**src/rtl/core/h264rtp_pkg.sv**
```systemverilog
// Shared types and constants of the H.264 RTP packetizer.
`timescale 1ns / 1ps

package h264rtp_pkg;

    // Width of the NAL length field on the input.
    localparam int NAL_LENGTH_BITS = 20;
    // Width used to compare NAL lengths against 16-bit packet limits.
    localparam int CMP_BITS = (NAL_LENGTH_BITS > 16) ? NAL_LENGTH_BITS : 16;

    // Packet layout constants.
    localparam logic [15:0] MIN_PKT_LEN      = 16'd32;
    localparam logic [15:0] RTP_HDR_LEN      = 16'd12;
    localparam logic [15:0] TCP_RTP_HDR_LEN  = 16'd16;
    localparam logic [15:0] FU_HDR_LEN       = 16'd2;
    localparam logic [7:0]  TCP_MAGIC        = 8'h24;
    localparam logic [7:0]  TCP_CHANNEL      = 8'h00;
    localparam logic [7:0]  RTP_VERSION_BYTE = 8'h80;
    localparam logic [6:0]  RTP_PAYLOAD_TYPE = 7'd96;
    localparam logic [7:0]  FU_A_TYPE        = 8'd28;
    localparam logic [7:0]  NRI_MASK         = 8'h60;
    localparam logic [7:0]  NAL_TYPE_MASK    = 8'h1f;

    // Transaction queue between the classifier and the serializer.
    localparam int QUEUE_DEPTH    = 4;
    localparam int QUEUE_PTR_BITS = $clog2(QUEUE_DEPTH);

    // Byte slots of one job in the serializer, in output order.
    localparam int SLOT_BITS = 5;
    localparam logic [SLOT_BITS-1:0] SLOT_TCP      = 5'd0;
    localparam logic [SLOT_BITS-1:0] SLOT_RTP      = 5'd4;
    localparam logic [SLOT_BITS-1:0] SLOT_RTP_LAST = 5'd15;
    localparam logic [SLOT_BITS-1:0] SLOT_FU       = 5'd16;
    localparam logic [SLOT_BITS-1:0] SLOT_PAYLOAD  = 5'd18;
    localparam int NUM_SLOTS = 19;

    // Configuration register indexes.
    typedef enum logic [1:0] {
        CFG_TCP_MODE    = 2'd0,
        CFG_TCP_MAX_LEN = 2'd1,
        CFG_UDP_MAX_LEN = 2'd2,
        CFG_SSRC        = 2'd3
    } cfg_index_t;

    typedef struct packed {
        logic        tcp_mode;
        logic [15:0] tcp_max_len;
        logic [15:0] udp_max_len;
        logic [31:0] stream_source_id;
    } cfg_t;

    typedef struct packed {
        logic [7:0]                 nal_byte;
        logic                       first_of_nal;
        logic [NAL_LENGTH_BITS-1:0] nal_length;
        logic [31:0]                timestamp;
    } nal_item_t;

    typedef struct packed {
        logic [7:0] out_byte;
        logic       end_of_packet;
        logic       last_of_run;
    } pkt_item_t;

    // One classified input byte, ready for serialization.
    typedef struct packed {
        logic        has_header;
        logic        tcp;
        logic        fu;
        logic        marker;
        logic [15:0] rtp_len;
        logic [15:0] seq;
        logic [31:0] ts;
        logic [7:0]  fu_ind;
        logic [7:0]  fu_hdr;
        logic [7:0]  data;
        logic        eop;
    } job_t;

endpackage

```
**src/rtl/core/h264rtp_front.sv**
```systemverilog
// Classifier: tracks NAL and fragment state and turns each byte into a job.
`timescale 1ns / 1ps

module h264rtp_front
    import h264rtp_pkg::*;
(
    input  logic      clk,
    input  logic      rst_n,
    input  cfg_t      cfg,
    input  logic      nal_valid,
    input  nal_item_t nal_data,
    output logic      nal_stall,
    input  logic      queue_full,
    output logic      push,
    output job_t      job
);

    logic [15:0]                seq_reg, seq_next;
    logic [NAL_LENGTH_BITS-1:0] remaining_reg, remaining_next;
    logic [15:0]                frag_pos_reg, frag_pos_next;
    logic [7:0]                 nal_hdr_reg, nal_hdr_next;
    logic                       fragmenting_reg, fragmenting_next;
    logic                       first_frag_reg, first_frag_next;
    logic [31:0]                ts_reg, ts_next;

    logic [15:0]                hdr_len, raw_lim, lim, fit_len, frag_len, fu_len, frag_pos_inc;
    logic [NAL_LENGTH_BITS-1:0] len0, remaining_dec;
    logic                       fits, frag_last, accept;

    assign nal_stall = queue_full;
    assign accept    = nal_valid && !queue_full;

    always_comb
    begin
        hdr_len      = cfg.tcp_mode ? TCP_RTP_HDR_LEN : RTP_HDR_LEN;
        raw_lim      = cfg.tcp_mode ? cfg.tcp_max_len : cfg.udp_max_len;
        lim          = (raw_lim < MIN_PKT_LEN) ? MIN_PKT_LEN : raw_lim;
        fit_len      = lim - hdr_len;
        frag_len     = fit_len - FU_HDR_LEN;
        len0         = (nal_data.nal_length == '0) ? NAL_LENGTH_BITS'(1) : nal_data.nal_length;
        fits         = CMP_BITS'(len0) <= CMP_BITS'(fit_len);
        frag_last    = CMP_BITS'(remaining_reg) <= CMP_BITS'(frag_len);
        fu_len       = (CMP_BITS'(remaining_reg) < CMP_BITS'(frag_len)) ?
                       16'(remaining_reg) : frag_len;
        remaining_dec = remaining_reg - NAL_LENGTH_BITS'(1);
        frag_pos_inc = frag_pos_reg + 16'd1;

        seq_next         = seq_reg;
        remaining_next   = remaining_reg;
        frag_pos_next    = frag_pos_reg;
        nal_hdr_next     = nal_hdr_reg;
        fragmenting_next = fragmenting_reg;
        first_frag_next  = first_frag_reg;
        ts_next          = ts_reg;

        push           = 1'b0;
        job.has_header = 1'b0;
        job.tcp        = cfg.tcp_mode;
        job.fu         = 1'b0;
        job.marker     = 1'b0;
        job.rtp_len    = '0;
        job.fu_ind     = (nal_hdr_reg & NRI_MASK) | FU_A_TYPE;
        job.fu_hdr     = '0;
        job.data       = nal_data.nal_byte;
        job.eop        = 1'b0;

        if (accept)
        begin
            if (nal_data.first_of_nal)
            begin
                ts_next        = nal_data.timestamp;
                nal_hdr_next   = nal_data.nal_byte;
                remaining_next = len0 - NAL_LENGTH_BITS'(1);
                frag_pos_next  = '0;
                if (fits)
                begin
                    fragmenting_next = 1'b0;
                    first_frag_next  = 1'b0;
                    seq_next         = seq_reg + 16'd1;
                    push             = 1'b1;
                    job.has_header   = 1'b1;
                    job.rtp_len      = 16'(len0) + RTP_HDR_LEN;
                    job.eop          = (len0 == NAL_LENGTH_BITS'(1));
                end
                else
                begin
                    // Oversized NAL: the header byte is held for the FU bytes.
                    fragmenting_next = 1'b1;
                    first_frag_next  = 1'b1;
                end
            end
            else if (remaining_reg == '0)
            begin
                // Stray byte outside any NAL is dropped.
            end
            else if (!fragmenting_reg)
            begin
                remaining_next = remaining_dec;
                push           = 1'b1;
                job.eop        = (remaining_dec == '0);
            end
            else
            begin
                if (frag_pos_reg == '0)
                begin
                    seq_next        = seq_reg + 16'd1;
                    job.has_header  = 1'b1;
                    job.fu          = 1'b1;
                    job.marker      = frag_last;
                    job.rtp_len     = fu_len + FU_HDR_LEN + RTP_HDR_LEN;
                    job.fu_hdr      = {first_frag_reg, frag_last, 1'b0, 5'b0} |
                                      (nal_hdr_reg & NAL_TYPE_MASK);
                    first_frag_next = 1'b0;
                end
                remaining_next = remaining_dec;
                push           = 1'b1;
                job.eop        = (remaining_dec == '0) || (frag_pos_inc >= frag_len);
                frag_pos_next  = job.eop ? 16'd0 : frag_pos_inc;
            end
        end

        job.seq = seq_next;
        job.ts  = ts_next;
    end

    always_ff @(posedge clk or negedge rst_n)
    begin
        if (!rst_n)
        begin
            seq_reg         <= '0;
            remaining_reg   <= '0;
            frag_pos_reg    <= '0;
            nal_hdr_reg     <= '0;
            fragmenting_reg <= 1'b0;
            first_frag_reg  <= 1'b0;
            ts_reg          <= '0;
        end
        else
        begin
            seq_reg         <= seq_next;
            remaining_reg   <= remaining_next;
            frag_pos_reg    <= frag_pos_next;
            nal_hdr_reg     <= nal_hdr_next;
            fragmenting_reg <= fragmenting_next;
            first_frag_reg  <= first_frag_next;
            ts_reg          <= ts_next;
        end
    end

endmodule

```
**src/rtl/core/h264rtp_queue.sv**
```systemverilog
// Short job queue between the classifier and the serializer.
`timescale 1ns / 1ps

module h264rtp_queue
    import h264rtp_pkg::*;
(
    input  logic clk,
    input  logic rst_n,
    input  logic push,
    input  job_t push_job,
    output logic full,
    input  logic pop,
    output logic head_valid,
    output job_t head
);

    job_t                      mem_reg [QUEUE_DEPTH];
    logic [QUEUE_PTR_BITS-1:0] wr_ptr_reg, rd_ptr_reg;
    logic [QUEUE_PTR_BITS:0]   count_reg;

    assign full       = (count_reg == (QUEUE_PTR_BITS + 1)'(QUEUE_DEPTH));
    assign head_valid = (count_reg != '0);
    assign head       = mem_reg[rd_ptr_reg];

    always_ff @(posedge clk)
    begin
        if (push)
        begin
            mem_reg[wr_ptr_reg] <= push_job;
        end
    end

    always_ff @(posedge clk or negedge rst_n)
    begin
        if (!rst_n)
        begin
            wr_ptr_reg <= '0;
            rd_ptr_reg <= '0;
            count_reg  <= '0;
        end
        else
        begin
            if (push)
            begin
                wr_ptr_reg <= wr_ptr_reg + QUEUE_PTR_BITS'(1);
            end
            if (pop)
            begin
                rd_ptr_reg <= rd_ptr_reg + QUEUE_PTR_BITS'(1);
            end
            if (push && !pop)
            begin
                count_reg <= count_reg + (QUEUE_PTR_BITS + 1)'(1);
            end
            else if (pop && !push)
            begin
                count_reg <= count_reg - (QUEUE_PTR_BITS + 1)'(1);
            end
        end
    end

endmodule

```
**src/rtl/core/h264rtp_back.sv**
```systemverilog
// Serializer: emits each job's header and data bytes, one per unstalled cycle.
`timescale 1ns / 1ps

module h264rtp_back
    import h264rtp_pkg::*;
(
    input  logic        clk,
    input  logic        rst_n,
    input  logic [31:0] ssrc,
    input  logic        head_valid,
    input  job_t        head,
    output logic        pop,
    output logic        pkt_valid,
    input  logic        pkt_stall,
    output pkt_item_t   pkt_data
);

    logic [SLOT_BITS-1:0] pos_reg;
    logic                 started_reg;
    logic                 pkt_valid_reg;
    pkt_item_t            pkt_data_reg;

    logic [SLOT_BITS-1:0] start_pos, cur_pos, next_pos;
    logic [7:0]           slot_byte [NUM_SLOTS];
    logic                 advance, emit, at_payload;

    always_comb
    begin
        slot_byte[0]  = TCP_MAGIC;
        slot_byte[1]  = TCP_CHANNEL;
        slot_byte[2]  = head.rtp_len[15:8];
        slot_byte[3]  = head.rtp_len[7:0];
        slot_byte[4]  = RTP_VERSION_BYTE;
        slot_byte[5]  = {head.marker, RTP_PAYLOAD_TYPE};
        slot_byte[6]  = head.seq[15:8];
        slot_byte[7]  = head.seq[7:0];
        slot_byte[8]  = head.ts[31:24];
        slot_byte[9]  = head.ts[23:16];
        slot_byte[10] = head.ts[15:8];
        slot_byte[11] = head.ts[7:0];
        slot_byte[12] = ssrc[31:24];
        slot_byte[13] = ssrc[23:16];
        slot_byte[14] = ssrc[15:8];
        slot_byte[15] = ssrc[7:0];
        slot_byte[16] = head.fu_ind;
        slot_byte[17] = head.fu_hdr;
        slot_byte[18] = head.data;
    end

    always_comb
    begin
        if (!head.has_header)
        begin
            start_pos = SLOT_PAYLOAD;
        end
        else if (head.tcp)
        begin
            start_pos = SLOT_TCP;
        end
        else
        begin
            start_pos = SLOT_RTP;
        end
        cur_pos    = started_reg ? pos_reg : start_pos;
        at_payload = (cur_pos == SLOT_PAYLOAD);
        if (cur_pos == SLOT_RTP_LAST)
        begin
            next_pos = head.fu ? SLOT_FU : SLOT_PAYLOAD;
        end
        else
        begin
            next_pos = cur_pos + SLOT_BITS'(1);
        end
    end

    assign advance   = !pkt_valid_reg || !pkt_stall;
    assign emit      = advance && head_valid;
    assign pop       = emit && at_payload;
    assign pkt_valid = pkt_valid_reg;
    assign pkt_data  = pkt_data_reg;

    always_ff @(posedge clk)
    begin
        if (emit)
        begin
            pkt_data_reg.out_byte      <= slot_byte[cur_pos];
            pkt_data_reg.end_of_packet <= at_payload && head.eop;
            pkt_data_reg.last_of_run   <= at_payload;
        end
    end

    always_ff @(posedge clk or negedge rst_n)
    begin
        if (!rst_n)
        begin
            pos_reg       <= '0;
            started_reg   <= 1'b0;
            pkt_valid_reg <= 1'b0;
        end
        else
        begin
            if (advance)
            begin
                pkt_valid_reg <= head_valid;
            end
            if (emit)
            begin
                started_reg <= !at_payload;
                pos_reg     <= next_pos;
            end
        end
    end

    // A job in progress keeps its queue entry until its data byte goes out.
    assert property (@(posedge clk) disable iff (!rst_n) started_reg |-> head_valid)
        else $error("serializer mid-job with an empty queue");

    // The slot counter never runs past the data byte.
    assert property (@(posedge clk) disable iff (!rst_n)
        started_reg |-> (pos_reg <= SLOT_PAYLOAD))
        else $error("serializer slot out of range");

    // A packet can only end on a data byte, which also closes its run.
    assert property (@(posedge clk) disable iff (!rst_n)
        (pkt_valid && pkt_data.end_of_packet) |-> pkt_data.last_of_run)
        else $error("end of packet on a header byte");

    // Popping a job always coincides with emitting its data byte.
    assert property (@(posedge clk) disable iff (!rst_n)
        pop |=> (pkt_valid && pkt_data.last_of_run))
        else $error("job popped without its data byte");

endmodule

```
**src/rtl/core/h264_rtp_packetizer.sv**
```systemverilog
// Top level of the H.264 RTP packetizer: configuration registers and the three stages.
`timescale 1ns / 1ps

// H.264 RTP packetizer. NAL bytes enter one per transaction on the nal channel,
// start code removed, with the NAL length and timestamp taken on the first byte.
// A NAL that fits the packet limit leaves as one packet (optional 4-byte TCP
// interleave header, 12-byte RTP header, NAL bytes); a larger one leaves as FU-A
// fragments, each carrying the RTP header, FU indicator and FU header ahead of
// its first data byte, with the marker set on the last fragment. The input side
// takes one byte per cycle while the four-entry job queue has room. The output
// side emits one byte per cycle while pkt_stall is low; a data byte that opens a
// packet follows its 12-byte RTP header, plus 4 bytes for TCP and 2 for a
// fragment. Sustained throughput is one output byte per unstalled cycle, set by
// the byte-wide serializer. There is no clearing pass after reset. The block
// drops bytes that arrive outside a NAL, and a new NAL abandons an open one.
// Configuration writes are meant to happen while no transaction is in flight.

module h264_rtp_packetizer
    import h264rtp_pkg::*;
(
    input  logic        clk,
    input  logic        rst_n,

    input  logic        cfg_write,
    input  logic [1:0]  cfg_index,
    input  logic [31:0] cfg_data,

    input  logic        nal_valid,
    output logic        nal_stall,
    input  nal_item_t   nal_data,

    output logic        pkt_valid,
    input  logic        pkt_stall,
    output pkt_item_t   pkt_data
);

    cfg_t cfg_reg;
    logic queue_full;
    logic push;
    job_t push_job;
    logic pop;
    logic head_valid;
    job_t head;

    // Register file; all four registers are write-only from the port.
    always_ff @(posedge clk or negedge rst_n)
    begin
        if (!rst_n)
        begin
            cfg_reg.tcp_mode         <= 1'b0;
            cfg_reg.tcp_max_len      <= 16'd1460;
            cfg_reg.udp_max_len      <= 16'd1400;
            cfg_reg.stream_source_id <= '0;
        end
        else if (cfg_write)
        begin
            unique case (cfg_index)
                CFG_TCP_MODE:    cfg_reg.tcp_mode         <= cfg_data[0];
                CFG_TCP_MAX_LEN: cfg_reg.tcp_max_len      <= cfg_data[15:0];
                CFG_UDP_MAX_LEN: cfg_reg.udp_max_len      <= cfg_data[15:0];
                CFG_SSRC:        cfg_reg.stream_source_id <= cfg_data;
                default:         cfg_reg                  <= cfg_reg;
            endcase
        end
    end

    // The front end decides packet boundaries and header contents per byte.
    h264rtp_front u_front (
        .clk        (clk),
        .rst_n      (rst_n),
        .cfg        (cfg_reg),
        .nal_valid  (nal_valid),
        .nal_data   (nal_data),
        .nal_stall  (nal_stall),
        .queue_full (queue_full),
        .push       (push),
        .job        (push_job)
    );

    // The queue lets the input keep flowing while header bursts go out.
    h264rtp_queue u_queue (
        .clk        (clk),
        .rst_n      (rst_n),
        .push       (push),
        .push_job   (push_job),
        .full       (queue_full),
        .pop        (pop),
        .head_valid (head_valid),
        .head       (head)
    );

    // The back end serializes each job into bytes behind an output register.
    h264rtp_back u_back (
        .clk        (clk),
        .rst_n      (rst_n),
        .ssrc       (cfg_reg.stream_source_id),
        .head_valid (head_valid),
        .head       (head),
        .pop        (pop),
        .pkt_valid  (pkt_valid),
        .pkt_stall  (pkt_stall),
        .pkt_data   (pkt_data)
    );

endmodule
```
**config.mk**
```make
export PLATFORM = sky130hd
export DESIGN_NAME = h264_rtp_packetizer
export DESIGN_NICKNAME = d
export VERILOG_FILES = /design/src/rtl/core/h264rtp_pkg.sv /design/src/rtl/core/h264rtp_front.sv /design/src/rtl/core/h264rtp_queue.sv /design/src/rtl/core/h264rtp_back.sv /design/src/rtl/core/h264_rtp_packetizer.sv
export SDC_FILE = /design/constraint.sdc
export NUM_CORES = 1
export LEC_CHECK = 0
export BUFFER_PORTS_ARGS = -buffer_cell sky130_fd_sc_hd__buf_2
export CAP_MARGIN = 20
export CORE_ASPECT_RATIO = 0.6
export CORE_MARGIN = 2
export CORE_UTILIZATION = 30
export DETAILED_ROUTE_END_ITERATION = 8
export PLACE_DENSITY = 0.53
export SLEW_MARGIN = 20
export SYNTH_ARGS = -nofsm -noshare
export SYNTH_HDL_FRONTEND = slang
export SYNTH_SLANG_ARGS = --single-unit
export TNS_END_PERCENT = 50
```
**constraint.sdc**
```tcl
create_clock -name clk -period 11.25 [get_ports clk]
set_input_delay 0 -clock clk [delete_from_list [all_inputs] [get_ports clk]]
set_output_delay 0 -clock clk [all_outputs]
set_load 0.005 [all_outputs]
```
## After elaboration in Yosys (flattened, before gate mapping)

Memory sizes are Yosys's and may differ from the RTL's.
Index checks and enable logic that the tools add are counted.

| operators by class | value |
|---|---|
| multiplexer cells | 62 |
| magnitude comparators | 6 |
| $add $sub $neg | 14 |
| eq/ne operators | 8 |
| reduce and logical (&&, ||, !) cells | 31 |
| bitwise gates (word level) | 2 |

Operators by type and width:

| kind | number |
|---|---|
| $mux 16 | 15 |
| $mux 18 | 4 |
| $mux 32 | 2 |
| $logic_not 20->1 | 3 |
| $mux 20 | 3 |
| $mux 8 | 7 |
| $bmux 8 s5 | 1 |
| $le 20x16->1 | 2 |
| $sub 20x1->20 const B | 2 |
| $add 16x1->16 const B | 2 |
| $add 16x4->16 const B | 2 |
| $mux 1 | 21 |
| $eq 20x1->1 const B | 1 |
| $lt 20x16->1 | 1 |
| $mux 5 | 4 |
| $add 16x2->16 const B | 1 |
| $ge 16x16->1 | 1 |
| $logic_not 16->1 | 1 |
| $lt 16x6->1 const B | 1 |
| $sub 16x16->16 | 1 |
| $sub 16x2->16 const B | 1 |
| $reduce_and 2->1 | 6 |
| $mux 3 | 3 |
| $or 8x5->8 | 1 |
| 21 further kinds | 37 |

| storage, ports and cells | value |
|---|---|
| register bits | 182 |
| RAM bits | 348 |
| memories kept | 1 |
| output and inout bits | 12 |

Memories:

| name | depth | bits a word | rd ports | clocked after memory_dff | write ports | line | text |
|---|---|---|---|---|---|---|---|
| u_queue.mem_reg | 4 | 87 | 1 | 0 | 1 | h264rtp_queue.sv:17 | `job_t mem_reg [QUEUE_DEPTH];` |

## Depth between registers and ports, before layout

| logic depth | value |
|---|---|
| depth in word-level cells | 14 |
| depth in mapped cells | 37 |
| depth with buffers taken out | 32 |

## Cells and area by module

From an unflattened synthesis, not the netlist that was laid out.

| unflattened totals | value |
|---|---|
| cell total of the unflattened synthesis | 1,909 |
| area total of the unflattened synthesis | 27,088.5 um^2 |

Modules (own cells, without submodules):

| module | area an instance (um^2) | instances | cells each | sequential area each (um^2) |
|---|---|---|---|---|
| h264rtp_queue | 13,864.5 | 1 | 520 | 11,345.9 |
| h264rtp_front | 8,649.5 | 1 | 1,047 | 2,327.2 |
| h264_rtp_packetizer | 2,602.5 | 1 | 139 | 1,641.6 |
| h264rtp_back | 1,971.9 | 1 | 203 | 475.5 |

## Least setup slack after synthesis

OpenSTA, ideal clock, no wires.

| timing path | value |
|---|---|
| kind | register -> register |
| start | register cfg_reg[64] (netlist name) |
| end | memory u_queue.mem_reg[0][82] (netlist name) (data pin) |
| path slack | 3,946 ps |
| stages on the path, launching flop included | 35 |
| buffers on the path | 5 |
| data required time | 10,961 ps |
| clock period less this slack | 7,304 ps |
| arrival time | 7,015 ps |
| path through | dfrtp_1 > buf_6 > buf_12 > mux2i_4 > nand3_1 > nor3_2 > nor2_1 > ha_1 > a21oi_1 > and2_1 > clkbuf_1 > a41oi_1 > a21oi_1 > and3_1 > xor2_1 > ha_1 > a21o_1 > a21oi_1 > o21ai_0 > a311o_1 > nand2_1 > o311a_1 > a2111oi_2 > nor4_1 > buf_2 > buf_2 > mux2i_1 > ha_1 > nand2_1 > or3b_1 > nor4_1 > mux2i_1 > nor3_1 > xor2_1 > o22ai_1 |

RTL lines:

| what | line | text |
|---|---|---|
| from (decl) | h264_rtp_packetizer.sv:37 | `cfg_t cfg_reg;` |
| from (signal assigned) | h264_rtp_packetizer.sv:62 | `default: cfg_reg <= cfg_reg;` |
| to (decl) | h264rtp_queue.sv:17 |  |

==> flow_metrics.env <==
export IMPL_status="complete, no violations"
export IMPL_cts_htree_levels=2
export IMPL_synth_nets=2072
export IMPL_io_pins=112
export IMPL_antenna_found_initial=4
export IMPL_syn_avg_cell_area_um2=13.2
export IMPL_yosysSeqAreaShare_pct=59.2
export IMPL_power_leakage_nw=11.0
export IMPL_tightest_slew_ps=1240
export IMPL_hp_class="in2reg"
export IMPL_power_density_nw_per_um2=239
export IMPL_drtIter0Drc=1673
export IMPL_synthArstFlopShare_pct=33.0
export IMPL_placed_area_um2=26900
export IMPL_rsz0062_at_grt="no"
export IMPL_dp_cells=3038
export IMPL_ys_ff_latch=522
export IMPL_cp_slowest_stage_delay_ps=800
export IMPL_cp_max_fo=29
export IMPL_grt_ovfl_total=0
export IMPL_relSlewSlack_pct=17.0
export IMPL_post_route_min_period_ps=9630
export IMPL_cts_sinks=522
export IMPL_crit_required_ps=11520
export IMPL_vias_per_cell=5.17
export IMPL_dp_hpwl_um=53600
export IMPL_maxCapViolCount=0
export IMPL_dr_total_vias=16677
export IMPL_place_congestion=0.901
export IMPL_cts_made_buffers=46
export IMPL_grt_pass1_vias=16427
export IMPL_port_buffers=111
export IMPL_synthesis_area_um2=25100
export IMPL_critPathKind="reg2reg"
export IMPL_drcViolationCount=0
export IMPL_grt_pass1_wl_um=111000
export IMPL_max_clock_freq_ghz=0.104
export IMPL_post_cts_buffers=0
export IMPL_num_rows=82
export IMPL_clkTransAtPathRegs_ps=80
export IMPL_final_util_pct=35.4
export IMPL_largest_register_ffs=340
export IMPL_synth_edf_count=350
export IMPL_synthDistinctLibCells=85
export IMPL_drtAntennaViolNets=0
export IMPL_fp_dieW_um=377
export IMPL_dp_worst_setup_slack_ps=1930
export IMPL_stdcell_area_um2=29400
export IMPL_yosys_warnings=0
export IMPL_dr_pass1_iters=5
export IMPL_peakVddDrop_v=0.000176
export IMPL_drive_above_1_share_pct=20.4
export IMPL_fin_crit_sh_pct=85.6
export IMPL_grt_max_degree=93
export IMPL_cts_path_max_buffers=3
export IMPL_arrival_ps=9900
export IMPL_finClkSkew_ps=25.1
export IMPL_cp_end_kind="flip-flop"
export IMPL_die_h_um=228
export IMPL_core_um2=83100
export IMPL_wl_per_cell_um=23.3
export IMPL_setup_viol=0
export IMPL_total_power_mw=7.03
export IMPL_syn_to_final_growth_pct=17.4
export IMPL_synthFlopType="edfxtp_1"
export IMPL_post_cts_resized=0
export IMPL_clk_latency_ps=590
export IMPL_setup_ws_ps=1620
export IMPL_drt_total_wl_um=75300
export IMPL_cts_hold_buf=104
export IMPL_cpMaxStageDelayCell="dfrtp_1"
export IMPL_n_antenna_cell=0
export IMPL_grt_use_total_pct=17.4
export IMPL_cp_start_kind="flip-flop"
export IMPL_setup_tns_ps=0
export IMPL_cts_root_buf="clkbuf_16"
export IMPL_start_util_pct=30.2
export IMPL_fp_dieArea_um2=86000
export IMPL_final_max_slew_viol_count=0
export IMPL_final_nets=2264
export IMPL_cts_tree="built"
export IMPL_whs_ps=43.2
export IMPL_synth_cells=1906
export IMPL_instances_no_fill=3228
export IMPL_hold_viol_final=0
## layer usage
layer	vias to the layer above	GRT usage (%)	share of wire [%]
li1	7527	-	-
met1	8555	28.9	52
met2	534	22.3	38
met3	61	4.96	8.4
met4	0	2.18	0.90
met5	-	0	0
## cell usage in the layout, fill, tap and decap left out, types with 7 or more instances in the layout
cell,count
clkbuf_16,46
a21o_1,21
mux4_2,90
or3_1,7
nand2_1,250
dfrtp_1,158
xor2_1,49
nor2_1,70
o21ai_0,61
buf_2,110
xnor2_1,58
mux2i_1,24
buf_4,38
dfstp_2,12
nand2b_1,11
o22ai_1,29
a22o_1,8
and2_1,17
dlygate4sd3_1,104
nor3_1,52
a21oi_1,93
edfxtp_1,350
nand3_1,42
ha_1,64
and3_1,25
clkinv_2,9
nor3b_1,10
nor4_1,13
mux2_2,74
nand4_1,19
nand3b_1,7
clkbuf_1,15
inv_1,39
a211oi_1,9
a31oi_1,13
## area by class of cell
type | count | area [µm²]
Inverter | 41 | 154
Multi-Input combinational cell | 1234 | 9700
Timing Repair Buffer | 253 | 1890
Clock inverter | 21 | 206
Clock buffer | 65 | 1260
Sequential cell | 522 | 14800
Tap cell | 1092 | 1370
Fill cell | 8131 | 53700
## cell families (layout without fill, tap and decap cells)
kind of cell	after synthesis	in the layout	synth area share [%]
compound gates	299	299	7.57
buf+inv	150	380	2.37
flops	522	522	59.2
fa+ha+maj	66	66	3.35
mux	194	194	12.9
simple gates	566	566	10.8
xor+xnor	109	109	3.89
## power breakdown
part / internal [mW] / leakage (nW) / total, mW / switching, mW
logic: 1.00 / 4.92 / 2.70 / 1.70
registers: 2.48 / 5.32 / 2.74 / 0.267
clock network: 0.860 / 0.718 / 1.59 / 0.729
## Yosys cell counts, types with 7 or more instances
cell | n | share of area (%)
nand2b_1 | 11 | 0.27
nand3b_1 | 7 | 0.21
buf_1 | 13 | 0.19
a22o_1 | 8 | 0.28
ha_1 | 64 | 3.2
a21oi_1 | 93 | 1.9
dfrtp_1 | 160 | 16
xor2_1 | 49 | 1.7
a211oi_1 | 13 | 0.39
nor4_1 | 15 | 0.37
mux2i_1 | 24 | 0.96
or3_1 | 7 | 0.17
nand2_1 | 251 | 3.8
mux4_2 | 90 | 8.1
o22ai_1 | 29 | 0.72
nor3_1 | 52 | 1.0
nand3_1 | 42 | 0.84
nor3b_1 | 10 | 0.30
mux2_2 | 74 | 3.3
and2_1 | 21 | 0.52
o21ai_0 | 61 | 1.2
nand4_1 | 19 | 0.47
a21o_1 | 21 | 0.63
dfstp_2 | 12 | 1.3
inv_1 | 39 | 0.58
and3_1 | 25 | 0.62
xnor2_1 | 58 | 2.0
a31oi_1 | 13 | 0.32
nor2_1 | 72 | 1.1
edfxtp_1 | 350 | 42
clkbuf_1 | 89 | 1.3
## final timing paths
kind	endpoint	cells after the start	from	slack [ps]
max	u_queue.mem_reg[2][82]	33	cfg_reg[64]	1620
min	u_front.remaining_reg[1]	5	nal_data[33]	40
max reg2reg	u_queue.mem_reg[2][82]	33	cfg_reg[64]	1620
min reg2reg	u_front.nal_hdr_reg[2]	2	u_front.nal_hdr_reg[2]	480
max in group asynchronous	u_front.ts_reg[8]	4	rst_n	9280
min in group asynchronous	cfg_reg[64]	2	rst_n	50
## worst max-delay path, delay by kind of cell (launching register included)
kind / cells / cell delay, ps
AO/OA/AOI/OAI: 9 / 1950
AND/OR/NAND/NOR: 15 / 3590
flip-flops: 1 / 800
multiplexers: 2 / 360
XOR/XNOR: 2 / 770
buffers and inverters: 2 / 770
adder cells (fa/ha/maj): 3 / 1030
No activity file was read; power rests on OpenSTA's default activity.
